`config.mk`:
```
export PLATFORM = sky130hd
export DESIGN_NAME = frame_receiver_xor_checksum
export DESIGN_NICKNAME = d
export VERILOG_FILES = /design/src/sv/frc_pkg.sv /design/src/sv/frc_ram.sv /design/src/sv/frc_xor.sv /design/src/sv/frame_receiver_xor_checksum.sv
export SDC_FILE = /design/constraint.sdc
export NUM_CORES = 1
export LEC_CHECK = 0
export BUFFER_PORTS_ARGS = -buffer_cell sky130_fd_sc_hd__buf_2
export CORE_AREA = 5 5 99 101
export DETAILED_ROUTE_END_ITERATION = 8
export DIE_AREA = 0 0 104 106
export PLACE_DENSITY = 0.79
export REMOVE_ABC_BUFFERS = 1
export SYNTH_ARGS = -nofsm -noshare
export SYNTH_HDL_FRONTEND = slang
export SYNTH_SLANG_ARGS = --single-unit
```
`constraint.sdc`:
```
create_clock -name clk -period 4.9 [get_ports clk]
set_input_delay 0.245 -clock clk [delete_from_list [all_inputs] [get_ports clk]]
set_output_delay 0.245 -clock clk [all_outputs]
set_load 0.01 [all_outputs]
```
`src/sv/frc_pkg.sv`:
```
// Shared types and constants of the frame receiver with XOR checksum.
package frc_pkg;

  localparam int ByteW   = 8;
  localparam int StatusW = 2;

  typedef logic [ByteW-1:0]   byte_t;
  typedef logic [StatusW-1:0] status_t;

  localparam status_t STATUS_GOOD     = 2'd0;
  localparam status_t STATUS_CHECKSUM = 2'd1;
  localparam status_t STATUS_LENGTH   = 2'd2;

  // Indexes of the configuration registers.
  localparam logic REG_START_MARKER = 1'b0;
  localparam logic REG_END_MARKER   = 1'b1;

  // Control of the shared checksum unit.
  typedef struct packed {
    logic clear;
    logic acc_en;
  } xor_ctl_t;

endpackage

```
`src/sv/frc_ram.sv`:
```
// Generic single-write, single-read RAM with registered read data.
module frc_ram #(
  parameter int WIDTH = 8,
  parameter int DEPTH = 8
) (
  input  logic                     clk,
  input  logic                     we,
  input  logic [$clog2(DEPTH)-1:0] waddr,
  input  logic [WIDTH-1:0]         wdata,
  input  logic                     re,
  input  logic [$clog2(DEPTH)-1:0] raddr,
  output logic [WIDTH-1:0]         rdata
);

  logic [WIDTH-1:0] mem [DEPTH];

  always_ff @(posedge clk) begin
    if (we) begin
      mem[waddr] <= wdata;
    end
    if (re) begin
      rdata <= mem[raddr];
    end
  end

endmodule

```
`src/sv/frc_xor.sv`:
```
// Shared checksum unit: XOR accumulator and compare against a stored byte.
module frc_xor (
  input  logic             clk,
  input  frc_pkg::xor_ctl_t ctl,
  input  frc_pkg::byte_t   data,
  output logic             match
);
  import frc_pkg::*;

  byte_t acc;

  always_ff @(posedge clk) begin
    if (ctl.clear) begin
      acc <= '0;
    end else if (ctl.acc_en) begin
      acc <= acc ^ data;
    end
  end

  assign match = (acc == data);

endmodule

```
`src/sv/frame_receiver_xor_checksum.sv`:
```
// Frame receiver: collects start/end delimited frames, checks the XOR checksum, emits results.
// A received word that does not close a frame is taken without holding the input. A closing
// word with the right length starts a checksum walk over the frame store, one entry per cycle
// through the single read port of the store and the shared XOR unit, then emits the frame word
// by word: each word is read from the store again and loaded into the output register before
// the next is read, and output stall holds the emission. A closing word with the wrong length
// holds the input while its error word is loaded; a checksum error is loaded from the same
// error state after the walk. No word is taken while a walk or an emission is under way.
module frame_receiver_xor_checksum #(
  parameter int FRAME_LEN = 8
) (
  input  logic             clk,
  input  logic             rst,
  input  logic             cfg_wr_en,
  input  logic             cfg_index,
  input  frc_pkg::byte_t   cfg_data,
  input  logic             in_valid,
  output logic             in_stall,
  input  frc_pkg::byte_t   rx_byte,
  output logic             out_valid,
  input  logic             out_stall,
  output frc_pkg::byte_t   out_byte,
  output logic             out_last,
  output frc_pkg::status_t frame_status
);
  import frc_pkg::*;

  localparam int AW = $clog2(FRAME_LEN);
  localparam int CW = $clog2(FRAME_LEN + 1);

  localparam logic [2:0] S_IDLE    = 3'd0;
  localparam logic [2:0] S_WALK    = 3'd1;
  localparam logic [2:0] S_EMIT_RD = 3'd2;
  localparam logic [2:0] S_EMIT_WR = 3'd3;
  localparam logic [2:0] S_ERR     = 3'd4;

  logic [2:0]    state, state_next;
  logic          in_frame, in_frame_next;
  logic [CW-1:0] fill, fill_next;
  logic [CW-1:0] iss, iss_next;
  logic          dv, dv_next;
  logic [AW-1:0] di;
  logic [AW-1:0] emit_cnt, emit_cnt_next;
  status_t       err_status, err_status_next;
  byte_t         start_marker, end_marker;

  logic          in_acc, out_free, out_load;
  byte_t         load_byte;
  logic          load_last;
  status_t       load_status;

  logic          we, re, walk_re;
  logic [AW-1:0] waddr, raddr;
  byte_t         rdata;
  xor_ctl_t      xctl;
  logic          match;

  assign in_stall = (state != S_IDLE);
  assign in_acc   = in_valid & ~in_stall;
  assign out_free = ~out_valid | ~out_stall;
  assign walk_re  = (state == S_WALK) && (iss <= CW'(FRAME_LEN - 2));
  assign re       = walk_re || (state == S_EMIT_RD);
  assign raddr    = (state == S_WALK) ? iss[AW-1:0] : emit_cnt;

  frc_ram #(.WIDTH(ByteW), .DEPTH(FRAME_LEN)) u_store (
    .clk   (clk),
    .we    (we),
    .waddr (waddr),
    .wdata (rx_byte),
    .re    (re),
    .raddr (raddr),
    .rdata (rdata)
  );

  frc_xor u_xor (
    .clk   (clk),
    .ctl   (xctl),
    .data  (rdata),
    .match (match)
  );

  always_comb begin
    state_next      = state;
    in_frame_next   = in_frame;
    fill_next       = fill;
    iss_next        = iss;
    emit_cnt_next   = emit_cnt;
    err_status_next = err_status;
    dv_next         = walk_re;
    we              = 1'b0;
    waddr           = fill[AW-1:0];
    xctl.clear      = 1'b0;
    xctl.acc_en     = dv && (di < AW'(FRAME_LEN - 2));
    out_load        = 1'b0;
    load_byte       = '0;
    load_last       = 1'b1;
    load_status     = STATUS_GOOD;

    case (state)
      S_IDLE: begin
        if (in_acc) begin
          if (!in_frame) begin
            if (rx_byte == start_marker) begin
              we            = 1'b1;
              waddr         = '0;
              in_frame_next = 1'b1;
              fill_next     = CW'(1);
            end
          end else if (rx_byte != end_marker) begin
            if (fill < CW'(FRAME_LEN)) begin
              we        = 1'b1;
              fill_next = fill + CW'(1);
            end
          end else begin
            in_frame_next = 1'b0;
            fill_next     = '0;
            if (fill == CW'(FRAME_LEN - 1)) begin
              we         = 1'b1;
              waddr      = AW'(FRAME_LEN - 1);
              iss_next   = '0;
              xctl.clear = 1'b1;
              state_next = S_WALK;
            end else begin
              err_status_next = STATUS_LENGTH;
              state_next      = S_ERR;
            end
          end
        end
      end
      S_WALK: begin
        if (walk_re) begin
          iss_next = iss + CW'(1);
        end
        // The word at the checksum position arrives after all summed words.
        if (dv && (di == AW'(FRAME_LEN - 2))) begin
          if (match) begin
            emit_cnt_next = '0;
            state_next    = S_EMIT_RD;
          end else begin
            err_status_next = STATUS_CHECKSUM;
            state_next      = S_ERR;
          end
        end
      end
      S_EMIT_RD: begin
        state_next = S_EMIT_WR;
      end
      S_EMIT_WR: begin
        if (out_free) begin
          out_load  = 1'b1;
          load_byte = rdata;
          load_last = (emit_cnt == AW'(FRAME_LEN - 1));
          if (load_last) begin
            state_next = S_IDLE;
          end else begin
            emit_cnt_next = emit_cnt + AW'(1);
            state_next    = S_EMIT_RD;
          end
        end
      end
      S_ERR: begin
        if (out_free) begin
          out_load    = 1'b1;
          load_status = err_status;
          state_next  = S_IDLE;
        end
      end
      default: begin
        state_next = S_IDLE;
      end
    endcase
  end

  always_ff @(posedge clk) begin
    if (rst) begin
      state        <= S_IDLE;
      in_frame     <= 1'b0;
      fill         <= '0;
      dv           <= 1'b0;
      out_valid    <= 1'b0;
      start_marker <= '0;
      end_marker   <= '1;
    end else begin
      state     <= state_next;
      in_frame  <= in_frame_next;
      fill      <= fill_next;
      dv        <= dv_next;
      out_valid <= out_load | (out_valid & out_stall);
      if (cfg_wr_en) begin
        case (cfg_index)
          REG_START_MARKER: start_marker <= cfg_data;
          REG_END_MARKER:   end_marker   <= cfg_data;
          default:          ;
        endcase
      end
    end
  end

  always_ff @(posedge clk) begin
    iss        <= iss_next;
    di         <= iss[AW-1:0];
    emit_cnt   <= emit_cnt_next;
    err_status <= err_status_next;
    if (out_load) begin
      out_byte     <= load_byte;
      out_last     <= load_last;
      frame_status <= load_status;
    end
  end

endmodule

```
---- Word-level counts from Yosys, hierarchy flattened ----
Memories as Yosys holds them, arrays and structs flattened. A register that Yosys moved wholly into a read port is not among the register bits.
Index checks and enable logic that the tools add are counted.
cells by class
  equal/unequal tests ..................... 23
  multiplexer cells ....................... 56
  add/sub/neg operators ................... 3
  reductions and logical operators ........ 20
  bitwise logic cells ..................... 9
  order comparisons ....................... 3
operators with widths
  kind                                                  number
  2-to-1 mux 3 bit                                      19
  2-to-1 mux 4 bit                                      9
  inequality test 2 bit (second input constant)         11
  2-to-1 mux 1 bit                                      17
  equality test 8 bit                                   2
  case mux 3 bit (5 select lines)                       1
  2-to-1 mux 2 bit                                      7
  AND reduction 6 bit                                   2
  AND reduction 2 bit                                   5
  equality test 3 bit (second input constant)           3
  adder 4 x 1 -> 4 bit (second input constant)          2
  inequality test 8 bit                                 1
  case mux 4 bit (2 select lines)                       1
  bitwise XOR 8 bit                                     1
  AND reduction 7 bit                                   1
  equality test 3 x 2 -> 1 bit (second input constant)  2
  case mux 3 bit (2 select lines)                       1
  nonzero test 2 bit                                    3
  AND reduction 5 bit                                   1
  equality test 4 x 3 -> 1 bit (second input constant)  1
  <= comparator 4 x 3 -> 1 bit (second input constant)  1
  < comparator 4 bit (second input constant)            1
  inverter 1 bit                                        4
  case mux 2 bit (2 select lines)                       1
  13 further kinds                                      17
storage, ports and cells
  memories kept ........................... 1
  register bits ........................... 57
  memory bits (writable) .................. 64
  output and inout port bits .............. 13
  logic and storage cells ................. 130
  input port bits ......................... 22
memory list
  name         depth  width  read ports  clocked after memory_dff  write ports  RTL line       source
  u_store.mem  8      8      1           1                         1            frc_ram.sv:15  logic [WIDTH-1:0] mem [DEPTH];

---- Logic depth before layout (Yosys ltp) ----
  depth after elaboration ................. 8
  depth in mapped cells ................... 8
  depth with buffers taken out ............ 6

---- By module ----
A second synthesis with hierarchy kept.
second synthesis, totals
  cells, all modules ...................... 405
  area total of the unflattened synthesis .. 5564.1 sq um
modules (own cells, without submodules)
  module                       area an instance (sq um)  cells each  times used
  frc_ram                      2771.4                    114         1
  frame_receiver_xor_checksum  2407.3                    246         1
  frc_xor                      385.4                     45          1

---- Worst setup path before layout ----
OpenSTA, ideal clock, no wires.
  path kind ............................... register to register
  start ................................... reg state[0]
  end ..................................... mem u_store.mem[7][0], enable pin
  data required time ...................... 4.512 ns
  cell stages (with the launch flop) ...... 8
  library setup time ...................... 0.388 ns
  setup slack ............................. 2.309 ns
  arrival time ............................ 2.203 ns
  buffers on the path ..................... 2
  path through ............................ dfxtp_1 buf_6 nor3_1 and3_1 clkbuf_1 nand3b_1 or2_1 a221oi_1
on the way
  cells in the longest elaborated chain, start to end .. 7
  elaborated cells on any way between the ends .. 10
ends and longest elaborated chain
  what                                    RTL line                            source
  start, declared                         frame_receiver_xor_checksum.sv:37   logic [2:0] state, state_next;
  start signal, assigned                  frame_receiver_xor_checksum.sv:184  state <= state_next;
  nonzero test 3 bit                      frame_receiver_xor_checksum.sv:58   assign in_stall = (state != S_IDLE);
  inverter 1 bit                          frame_receiver_xor_checksum.sv:59   assign in_acc = in_valid & ~in_stall;
  AND 1 bit                               frame_receiver_xor_checksum.sv:59
  2-to-1 mux 1 bit                        frame_receiver_xor_checksum.sv:101  if (in_acc) begin
  2-to-1 mux 1 bit                        frame_receiver_xor_checksum.sv:99   case (state)
  2-to-1 mux 1 bit                        frc_ram.sv:18                       if (we) begin
  2-to-1 mux 1 bit (implied by the code)  frc_ram.sv:19                       mem[waddr] <= wdata;
  end, declared                           frc_ram.sv:15
Several ways; a longest one is shown, not always the timed one.

---- Final worst setup path ----
  start ................................... reg end_marker[4]
  end ..................................... reg iss[0], enable pin
on the way
  cells in the longest elaborated chain, start to end .. 3
ends and longest elaborated chain
  what                             RTL line                            source
  start, declared                  frame_receiver_xor_checksum.sv:45   byte_t start_marker, end_marker;
  start signal, assigned           frame_receiver_xor_checksum.sv:192  REG_END_MARKER: end_marker <= cfg_data;
  inequality test 8 bit            frame_receiver_xor_checksum.sv:109  end else if (rx_byte != end_marker) begin
  inequality test 2 bit (no line)  -
  AND reduction 6 bit (no line)    -
  end signal, assigned             frame_receiver_xor_checksum.sv:200  iss <= iss_next;
  end, declared                    frame_receiver_xor_checksum.sv:40   logic [CW-1:0] iss, iss_next;
No other way between the ends.
A chain may end at the register's enable or synchronous reset.

==> impl.org <==
** STA
- Setup WS post-layout :: 2.08 ns
- Unrepaired setup endpoints after global routing :: false
- Timing would allow up to 355 MHz.
- Number of hold violations in the final report :: 0
- After routing, the total negative slack on setup checks comes to 0 ns.
- Slew at the pin closest to its max-slew limit :: 1.22 ns
- The count of pins over their slew limit is 0.
- Dividing the final minimum period by the clock period gives 57.5%.
- Tmin final :: 2.82 ns
- WHS :: 0.0156 ns
- Rel. slew slack :: 18.7%
- Setup violations remaining at the end of the flow were counted as 0.
- Setup clock skew after layout :: 0.0103 ns

** Worst setup path
- STA classifies the critical path endpoint as a flop.
- Critical path type :: reg2reg
- Endpoint required time on the critical path :: 5.04 ns
- Slowest cell on crit path :: sky130_fd_sc_hd__nor2_1
- Sort of element at the start of the critical path :: flop
- Broken down by cell family, the worst path's largest delay share belongs to simple AND/OR/NAND/NOR gates.
- Critical Path, Cell by Cell :: xnor2_1, nand4_1, nor2_1, a31oi_1, a211oi_1
- STA puts the critical path data arrival time at 2.95 ns.
- Along the worst path, the maximum fanout reaches 19.
- Together, buffers and inverters on the worst path number 0.
- Slowest cell delay on critical path :: 0.97 ns

** Floorplan
- The die covers 11000 sq um.
- I/O pin count :: 35
- Effective utilization at floorplan :: 62.4%
- Chip height :: 106 um
- The total area inside the core boundary comes to 8930 sq um.
- Row generation in the floorplan step produced 35 rows.
- The floorplan step set the die width to 104 um.

** Clocking
- Clock root buffer master :: sky130_fd_sc_hd__clkbuf_8
- Register clock-pin slew on the reported worst setup and hold paths :: 0.06 ns
- The clock tree synthesis step divided the H-tree into 4 levels.
- Clock tree buffer depth :: 2
- The clock drives 129 sinks.
- The later pin in the worst-skew pair is clocked with a latency of 0.51 ns.
- Clock tree from TritonCTS :: yes
- Total CTS buffers :: 17

** Global routing
- Initial antenna violation count :: 0
- After global routing the overflow that remains totals 0.
- Total routing usage reported by global routing :: 21.3%
- Global-route wire length before repair :: 18300 um
- Vias in the first global route :: 3585
- Entering global routing, the biggest net connects 33 pins.

** Yosys
- Sorting the synthesized cells by area gives the leading types as sky130_fd_sc_hd__edfxtp_1 50%, sky130_fd_sc_hd__dfxtp_1 13%, sky130_fd_sc_hd__mux2i_1 7.4%.
- Summing the sequential cell areas from Yosys gives 62.9% of the chip area.
- Counting flops with a built-in enable in the synthesized netlist gives 92.
- After synthesis, the largest area contributor takes up 49.6% of total cell area.
- Unique masters post-synth :: 46
- Synthesized cell area :: 5570 sq um
- Syn Area/Cell :: 13.1 sq um
- The synthesized design contains 129 register bits.
- For this run, the leading register cell type out of synthesis is sky130_fd_sc_hd__edfxtp_1.
- Yosys warning total :: 0
- Largest area contributor in the synthesized netlist :: sky130_fd_sc_hd__edfxtp_1
- Proportion of synthesized flip-flops having asynchronous set or reset :: 0%
- Syn Inst Count :: 425

** Worst hold path
- Hold WC Path Type :: in2reg

** Placed design
- Place WS :: 2.04 ns
- Post-placement cell count :: 556
- GPL Wtd Cong :: 0.834
- Buffers placed on the I/O ports in this run total 34.
- Estimated wirelength of the detail-placed design :: 7390 um

** Routing
- Final routed DRC violation total :: 0
- The highest layer touched by signal routing is met4.
- The final layout contains routed wiring with a total length of 11100 um.
- Starting DRT DRC Count :: 317
- The routed design uses 575 um of met3 wire.
- In the final routing, the length of wire on met1 measures 4420 um.
- Dividing the detail-routed wire length by the instance count gives 18.7 um.
- Number of antenna-violating nets in the routed design :: 0
- Using the TritonRoute via totals, the vias-per-cell ratio works out to 5.79.
- The routed design uses 5990 um of met2 wire.
- Count of TritonRoute iterations in the first routing pass :: 4
- Via total after detailed routing :: 3444

** Cells and area
- The layout has 600 filler cells.
- In the final layout, the share of cells above drive strength 1 is 17.1%.
- 0 antenna diodes ended up in the layout.
- For this run, the number of standard cells in the final layout without fillers is 595.
- In the final design database the tool counted 498 nets.
- The sequential cells in the finished layout cover a total of 3500 sq um.
- In the final layout, the multi-input gates occupy 1890 sq um.
- From synthesis to final layout, the design area changed by 16.5%.

** Pwr
- Static power due to leakage :: 2.66 nW
- Dividing total power by cell area gives a power density of 386 nW/um^2.
- Maximum ir drop on the vdd rail :: 325 uV

** Status
- Result of the run :: complete, no violations

** Flow run
- Maximum Capacitance Violations :: 0
[cell usage after synthesis, types with 2 or more instances]
cell,count
sky130_fd_sc_hd__dfxtp_1,37
sky130_fd_sc_hd__nor3_1,10
sky130_fd_sc_hd__inv_1,15
sky130_fd_sc_hd__ha_1,5
sky130_fd_sc_hd__nand2_1,29
sky130_fd_sc_hd__and2_1,9
sky130_fd_sc_hd__o21a_1,2
sky130_fd_sc_hd__o211a_1,2
sky130_fd_sc_hd__nand4_1,4
sky130_fd_sc_hd__buf_6,5
sky130_fd_sc_hd__a221oi_1,2
sky130_fd_sc_hd__mux2i_1,41
sky130_fd_sc_hd__nor3b_1,5
sky130_fd_sc_hd__nor4_1,4
sky130_fd_sc_hd__o21ai_0,3
sky130_fd_sc_hd__and3_1,6
sky130_fd_sc_hd__a21oi_1,9
sky130_fd_sc_hd__a31oi_1,9
sky130_fd_sc_hd__mux4_2,8
sky130_fd_sc_hd__o32ai_1,2
sky130_fd_sc_hd__xnor2_1,9
sky130_fd_sc_hd__o211ai_1,2
sky130_fd_sc_hd__nor2_1,32
sky130_fd_sc_hd__clkbuf_1,15
sky130_fd_sc_hd__xor2_1,25
sky130_fd_sc_hd__edfxtp_1,92
sky130_fd_sc_hd__nand2b_1,2
sky130_fd_sc_hd__nand3_1,23
[state kept, by name, indices dropped and copies added (netlist names)]
| name | flops |
|---|---|
| state | 3 |
| out_byte | 8 |
| emit_cnt | 3 |
| start_marker | 8 |
| u_store.rdata | 8 |
| u_xor.acc | 8 |
| iss | 4 |
| in_frame | 1 |
| dv | 1 |
| end_marker | 8 |
| err_status | 2 |
| u_store.mem | 64 |
| out_valid | 1 |
| fill | 4 |
| frame_status | 2 |
| out_last | 1 |
| di | 3 |
[repair_timing]
action / CTS / global route
setup buffers: 0 / 0
hold buffers: 7 / 0
resized for setup: 0 / 0
endpoints found under the hold margin: 12 / 0
[per-stage QoR]
stage,util (%),cell area [sq um],total power [W]
detailed placement,65.1,5810,0.00126
finish,72.7,6490,0.00251
CTS,72.7,6490,0.00252
floorplan,-,5450,0.00123
global route,72.7,6490,0.00259
global placement,65.1,5810,0.00125
[final timing paths]
kind / startpoint / endpoint / slack, ns / depth (start not counted)
max: end_marker[4] / iss[0] / 2.08 / 5
min: cfg_data[6] / end_marker[6] / 0.02 / 3
max reg2reg: end_marker[4] / iss[0] / 2.08 / 5
min reg2reg: end_marker[1] / end_marker[1] / 0.49 / 2
[cell usage in the layout (no fill, tap or decap), types with 10 or more instances in the layout]
cell | Yosys | layout
sky130_fd_sc_hd__clkbuf_16 | 0 | 16
sky130_fd_sc_hd__buf_2 | 1 | 34
sky130_fd_sc_hd__nand3_1 | 23 | 23
sky130_fd_sc_hd__nor3_1 | 10 | 10
sky130_fd_sc_hd__dfxtp_1 | 37 | 37
sky130_fd_sc_hd__mux2i_1 | 41 | 41
sky130_fd_sc_hd__xor2_1 | 25 | 25
sky130_fd_sc_hd__nand2_1 | 29 | 29
sky130_fd_sc_hd__edfxtp_1 | 92 | 92
sky130_fd_sc_hd__nor2_1 | 32 | 32
sky130_fd_sc_hd__inv_1 | 15 | 15
[worst reg2reg max path: cells and delay by family, from the launching register on]
family | cells | cell delay, ns
AOI/OAI and AO/OA | 2 | 0.80
xor gates and xnor gates | 1 | 0.16
DFF | 1 | 0.32
and+or+nand+nor | 2 | 1.17
[layout make-up]
| cell class | instances | area share [%] |
|---|---|---|
| sequential | 129 | 54.0 |
| multi-input combinational | 260 | 29.2 |
| clock buffer | 18 | 6.59 |
| timing repair buffer | 48 | 4.51 |
| clock inverter | 14 | 2.76 |
| tap | 111 | 2.14 |
| inverter | 15 | 0.867 |
[logic make-up after synthesis]
family          synth area share, %
compound gates                 5.08
xor+xnor                       5.35
flops                          62.9
mux                            11.3
simple gates                   11.2
fa+ha+maj                      1.12
buf+inv                        3.12
[per-layer routing]
layer	GRT usage, %	up-vias
met5	0	-
met4	8.14	0
met3	4.37	12
met2	38.3	108
met1	25.1	1661
li1	-	1663
[power breakdown]
part	total [W]	internal, W	switching [W]	leakage, nW
clock	0.00127	0.000796	0.000474	0.289
sequential	0.00118	0.00117	0.00000549	1.17
combinational	0.0000627	0.0000256	0.0000371	1.20
Power figures use the tool's default switching activity.
